File: src/hdl/fcac_pkg.sv
package fcac_pkg;

	localparam int TAPS       = 7;
	localparam int HIST       = TAPS - 1;
	localparam int SAMPLE_W   = 32;
	localparam int COEF_W     = 16;
	localparam int FRAC_BITS  = 14;
	localparam int PROD_W     = SAMPLE_W + COEF_W;
	localparam int ACC_W      = PROD_W + $clog2(TAPS + 1);
	localparam int QUO_W      = ACC_W - FRAC_BITS;
	localparam int SPLIT      = (TAPS + 1) / 2;
	localparam int SEEN_W     = $clog2(TAPS);
	localparam int LEFT_W     = $clog2(TAPS + 1);
	localparam int RING_AW    = $clog2(TAPS + 1);
	localparam int RING_DEPTH = 2 ** RING_AW;
	localparam int MODE_W     = 2;
	localparam int CFG_IDX_W  = $clog2(TAPS + 1);

	localparam logic [SEEN_W-1:0]   SEEN_FULL  = SEEN_W'(HIST);
	localparam logic [ACC_W-1:0]    FRAC_MASK  = ACC_W'((2 ** FRAC_BITS) - 1);
	localparam logic [SAMPLE_W-1:0] SAT_MAX    = {1'b0, {(SAMPLE_W - 1){1'b1}}};
	localparam logic [SAMPLE_W-1:0] SAT_MIN    = {1'b1, {(SAMPLE_W - 1){1'b0}}};
	localparam logic [COEF_W-1:0]   COEF0_INIT = COEF_W'(2 ** FRAC_BITS);

	localparam logic [CFG_IDX_W-1:0] REG_MODE  = CFG_IDX_W'(0);
	localparam logic [CFG_IDX_W-1:0] REG_COEF0 = CFG_IDX_W'(1);

	typedef enum logic [MODE_W-1:0] {
		MODE_PAST   = 2'd0,
		MODE_FUTURE = 2'd1,
		MODE_BYPASS = 2'd2
	} mode_t;

	typedef logic [HIST-1:0][SAMPLE_W-1:0] hist_t;
	typedef logic [TAPS-1:0][SAMPLE_W-1:0] win_t;
	typedef logic [TAPS-1:0][COEF_W-1:0]   coef_arr_t;

	// item leaving the history stage
	typedef struct packed {
		logic                valid;
		logic                last;
		logic [SEEN_W-1:0]   seen;
		logic [SAMPLE_W-1:0] x;
	} s1_t;

	// control riding with a window into the multiply-add pipe
	typedef struct packed {
		logic valid;
		logic fin;
		logic byp;
	} mac_ctl_t;

	// finished result
	typedef struct packed {
		logic                valid;
		logic                fin;
		logic [SAMPLE_W-1:0] value;
	} res_t;

endpackage

File: src/hdl/fcac_win.sv
module fcac_win (
	input  logic                        clk,
	input  logic                        arst_n,
	input  logic                        adv,
	input  logic [fcac_pkg::MODE_W-1:0] mode,
	input  fcac_pkg::s1_t               s1,
	input  fcac_pkg::hist_t             hist,
	output logic                        busy,
	output fcac_pkg::mac_ctl_t          ctl,
	output fcac_pkg::win_t              win
);
	import fcac_pkg::*;

	logic              win_valid_q;
	logic [LEFT_W-1:0] win_left_q;
	logic              win_fin_q;
	logic              win_byp_q;
	win_t              win_v_q;

	win_t              ld_v;
	logic [LEFT_W-1:0] ld_n;
	logic              ld_byp;
	logic [SEEN_W-1:0] idx;

	// window and result count for the item in the history stage
	always_comb begin
		ld_v   = '0;
		ld_n   = LEFT_W'(1);
		ld_byp = 1'b0;
		idx    = '0;
		unique case (mode)
			MODE_PAST: begin
				ld_v[0] = s1.x;
				for (int k = 1; k < TAPS; k++) begin
					if (SEEN_W'(k) <= s1.seen) begin
						ld_v[k] = hist[k-1];
					end
				end
			end
			MODE_FUTURE: begin
				// oldest held sample first, current sample after it
				for (int y = 0; y < TAPS; y++) begin
					idx = s1.seen - SEEN_W'(y) - SEEN_W'(1);
					if (SEEN_W'(y) < s1.seen) begin
						ld_v[y] = hist[idx];
					end else if (SEEN_W'(y) == s1.seen) begin
						ld_v[y] = s1.x;
					end
				end
				if (s1.last) begin
					ld_n = LEFT_W'(s1.seen) + LEFT_W'(1);
				end else if (s1.seen == SEEN_FULL) begin
					ld_n = LEFT_W'(1);
				end else begin
					ld_n = '0;
				end
			end
			default: begin
				ld_v[0] = s1.x;
				ld_byp  = 1'b1;
			end
		endcase
	end

	assign busy = win_valid_q && (win_left_q > LEFT_W'(1));

	always_ff @(posedge clk or negedge arst_n) begin
		if (!arst_n) begin
			win_valid_q <= 1'b0;
			win_left_q  <= '0;
		end else if (adv) begin
			if (busy) begin
				win_left_q <= win_left_q - LEFT_W'(1);
			end else if (s1.valid) begin
				win_valid_q <= (ld_n != '0);
				win_left_q  <= ld_n;
			end else begin
				win_valid_q <= 1'b0;
			end
		end
	end

	always_ff @(posedge clk) begin
		if (adv) begin
			if (busy) begin
				// drop the front sample, pad zero behind the block end
				for (int y = 0; y < TAPS - 1; y++) begin
					win_v_q[y] <= win_v_q[y+1];
				end
				win_v_q[TAPS-1] <= '0;
			end else if (s1.valid) begin
				win_v_q   <= ld_v;
				win_fin_q <= s1.last;
				win_byp_q <= ld_byp;
			end
		end
	end

	assign ctl = '{
		valid: win_valid_q,
		fin:   win_fin_q && (win_left_q == LEFT_W'(1)),
		byp:   win_byp_q
	};
	assign win = win_v_q;

endmodule

File: config.mk
export PLATFORM = sky130hd
export DESIGN_NAME = fcac_win
export DESIGN_NICKNAME = d
export VERILOG_FILES = /design/src/hdl/fcac_pkg.sv /design/src/hdl/fcac_win.sv
export SDC_FILE = /design/constraint.sdc
export NUM_CORES = 1
export LEC_CHECK = 0
export CAP_MARGIN = 0
export CORE_UTILIZATION = 30
export DETAILED_ROUTE_END_ITERATION = 10
export DONT_BUFFER_PORTS = 1
export PLACE_DENSITY = 0.48
export SLEW_MARGIN = 20
export SYNTH_ARGS = -nofsm -noshare
export SYNTH_HDL_FRONTEND = slang
export SYNTH_SLANG_ARGS = --single-unit
File: constraint.sdc
create_clock -name clk -period 17 [get_ports clk]
set_input_delay 0.85 -clock clk [delete_from_list [all_inputs] [get_ports clk]]
set_output_delay 0.85 -clock clk [all_outputs]
set_load 0.02 [all_outputs]
==> summary by stage <==
Logic synthesis
By count the netlist is led by a21oi_1 (373), edfxtp_1 (226), nand2_1 (210), o21ai_0 (206), nor2_1 (173). The post-synthesis sequential area ratio is 32.52%. The dominant cell type by area after synthesis is edfxtp_1. The cell area that synthesis handed to floorplanning was 0.02118 mm2. Synthesis produced a netlist with a net count of 2656.

Among all flip-flop cells after synthesis, the most frequent one is edfxtp_1. In this run, synthesis inferred 226 flip-flops with an integrated enable. The most frequent cell after synthesis is a21oi_1.

The area fraction of the dominant cell type after synthesis is 32.05%. In the post-synthesis netlist, the biggest area contributors are edfxtp_1 (32%), a21oi_1 (8.8%), mux4_2 (6.8%). For this run, the number of Yosys warnings is 0. The fraction of registers with async set or reset after synthesis is 1.739%.

The synthesized area per cell is 8.794 um2. Synthesis instantiated 69 different standard cells from the library. The cell count after synthesis came out at 2408.

The synthesized design contains 230 register bits.

Place
The post-detailed-placement half-perimeter wirelength is 67940 um. The number of placed instances, taps included, is 3114. The number of I/O port buffers is 0. The final RePlAce weighted congestion is 0.8797.

Worst setup path
The launching element type of the critical path is an input pin. The family with the most delay on the worst path is buffers and inverters. The critical path goes through clkinv_2, ha_4, buf_4, buf_4, mux4_2, nand2_1, o21ai_0, a221oi_1, nor2_1.

The critical path data required time is 17.35 ns. The element type at the critical path end is a register. The type of the worst setup path is in -> reg. The most repeated library cell on the critical path is buf_4.

Of all nets on the critical path, the largest fanout is 272. Together, buffers and inverters on the worst path number 3. At the worst endpoint, the arrival time is 4.85 ns. The cell at the slowest stage of the critical path is ha_4. In this design, the stage delay of the slowest critical-path cell is 0.80 ns.

Timing
Setup violations remaining at the end of the flow were counted as 0. The final critical delay including setup and external delays is 4.506 ns. The final cycle utilization of the critical path is 26.50%. The number of pins with negative max-slew slack in the final report is 0.

Hold is met by 0.3374 ns. The highest clock rate is 221.9 MHz. The relative slew slack is 14.72%. The hold violation count in the final report was 0. At the pin with the least slew margin, the transition time is 1.279 ns. After routing, the total negative slack on setup checks comes to 0 ns. Setup repair after global routing left no endpoint under its margin. Across the routed clock network, the largest skew measured is 0.01435 ns.

Cells and area
The count of cells in the finished layout, fillers not included, comes to 3168. Summing all multi-input logic gate instances after layout gives 0.01317 mm2. The fraction of final layout cells with drive strength greater than 1 is 13.38%.

The net count of the finished layout is 2455. Compared with the post-synthesis result, the final layout area differs by 6.393%. The register area is 0.006887 mm2.

After filler insertion, the fill cell instance count of the layout stands at 7194.

Route
The detail route stage leaves a number of antenna-violating nets equal to 0. After detailed routing, the average wire length per cell comes to 34.87 um. The detailed router finished its first iteration with 2756 violations. The routed layout has 21130 vias. The total wire length after detailed routing is 110500 um. In the routed design, unresolved DRC markers number 0. The vias per cell is 6.670. The pre-antenna-repair detailed-routing pass consisted of 8 iterations.

Clocking
The total number of clock tree sinks is 230. The maximum root-to-sink buffer count is 3. Clock-pin slew was measured on the worst setup and hold paths at 0.06 ns. The root cell of the clock tree is clkbuf_16. The number of buffers inserted by post-CTS setup repair is 0. The latest clock arrival within the worst-skew pair is 0.62 ns.

Buffers inserted during clock tree synthesis total 30. The post-cts repair resize count is 0. TritonCTS built the clock tree.

The number of levels in the clock H-tree is 1.

Power and ir drop
The leakage power of the design is 7.461 nW. The worst supply voltage drop on vdd is 0.00006565 V. The power density over cell area is 101.8 mW/mm2.

Global route
The remaining global-route overflow is 0. The aggregate global-route resource usage is 29.42%. The first-pass GRT wire length is 152400 um.

The initial antenna violation count is 2. Entering global routing, the biggest net connects 273 pins. The number of global-route vias before repair was 19790.

Floorplanning
The vertical extent of the die is 267.7 um. The floorplan step defined a die boundary enclosing 0.07166 mm2. The initial cell density of the core is 30.29%. The area of the core is 0.06991 mm2. The die span in x is 267.7 um. During I/O placement, the number of pins put on the boundary was 462. The floorplan has 97 rows.

Status
The flow ran to the end, and the final reports show no timing, DRC or antenna violations.

Job
The tool flagged a number of max-cap violations equal to 0.

Worst hold path
The path type of the worst min-delay path is in -> reg.
[state kept, by name, indices dropped and copies added, names as in the netlist]
| register | flops |
|---|---|
| win | 224 |
| win_byp_q | 1 |
| win_fin_q | 1 |
| win_left_q | 3 |
| win_valid_q | 1 |
[area by class of cell]
cell class	count	area share, %
inverter	11	0.2666
timing repair buffer	37	1.299
sequential	230	30.57
clock inverter	16	0.6720
antenna	1	0.01111
clock buffer	36	3.526
multi-input combinational	1897	58.44
tap	940	5.220
[report_power, final]
part	total (mW)	internal, mW	switching, mW
logic	0.707	0.243	0.464
clock network	0.656	0.373	0.284
registers	0.931	0.756	0.174
total	2.29	1.37	0.921
[placed cells by master (no fill, tap or decap), types with 13 or more instances in the layout]
cell type | synthesis | layout
o211ai_1 | 14 | 14
a21oi_1 | 373 | 371
nand2b_1 | 25 | 22
mux2_2 | 91 | 91
and3_1 | 25 | 25
nand3_1 | 45 | 45
buf_4 | 27 | 35
a211oi_1 | 61 | 61
nand2_1 | 210 | 207
o21ai_0 | 206 | 206
a2bb2oi_1 | 13 | 13
nor2_1 | 173 | 167
and2_1 | 31 | 28
o21ai_1 | 40 | 39
a311o_1 | 48 | 48
a221o_1 | 26 | 26
clkbuf_16 | 0 | 31
or3_1 | 16 | 16
a221oi_1 | 25 | 25
mux2i_1 | 119 | 119
edfxtp_1 | 226 | 226
nor3_1 | 65 | 63
nand3b_1 | 20 | 20
a22oi_1 | 51 | 51
a21o_1 | 13 | 13
mux4_2 | 64 | 64
[per-layer routing]
| metal | track usage (%) | share of wire (%) |
|---|---|---|
| met1 | 36.86 | 38 |
| met2 | 44.78 | 44 |
| met3 | 10.86 | 13 |
| met4 | 13.31 | 4.7 |
| met5 | 0 | 0 |
[cells by family (layout without fill, tap and decap cells)]
family	count (synthesis)	after routing	synth area share (%)
AOI/OAI and AO/OA	971	971	28.75
and+or+nand+nor	632	632	13.65
buffers and inverters	281	100	6.529
muxes	274	274	17.27
DFF	230	230	32.52
adders and majority gates	14	14	0.8272
xor gates and xnor gates	6	6	0.4549
other	0	1	0
[worst reg2reg max path: cells and delay by family (launching register included)]
family	cells	cell delay, ns
compound gates	3	0.50
buf+inv	2	1.01
flops	1	0.44
simple gates	2	1.80
[through the flow]
stage               setup slack [ns]  utilization [%]  total power [mW]  cell area [um2]
floorplan                      11.09                -             1.419            21180
global placement               11.99            30.83             1.623            21560
detailed placement             11.94            30.84             1.635            21560
CTS                            12.59            32.21             2.290            22520
global route                   12.42            32.23             2.373            22530
finish                         12.49            32.23             2.294            22530
[timing repair]
action	CTS	global route
hold buffers	1	0
hold endpoints to repair	4	0
setup endpoints to repair	0	0
[worst paths after layout]
kind                          startpoint             to  slack, ns  cells past startpoint
max reg2reg                win_left_q[2]       win[111]      13.09                      7
min                              mode[1]      win_byp_q       0.34                      0
max in group asynchronous         arst_n  win_left_q[2]      16.29                      1
min reg2reg                win_left_q[0]  win_left_q[0]       0.56                      2
max                               s1[32]        win[29]      12.49                      9
min in group asynchronous         arst_n  win_left_q[0]       0.52                      1
No activity file was read; power rests on OpenSTA's default activity.
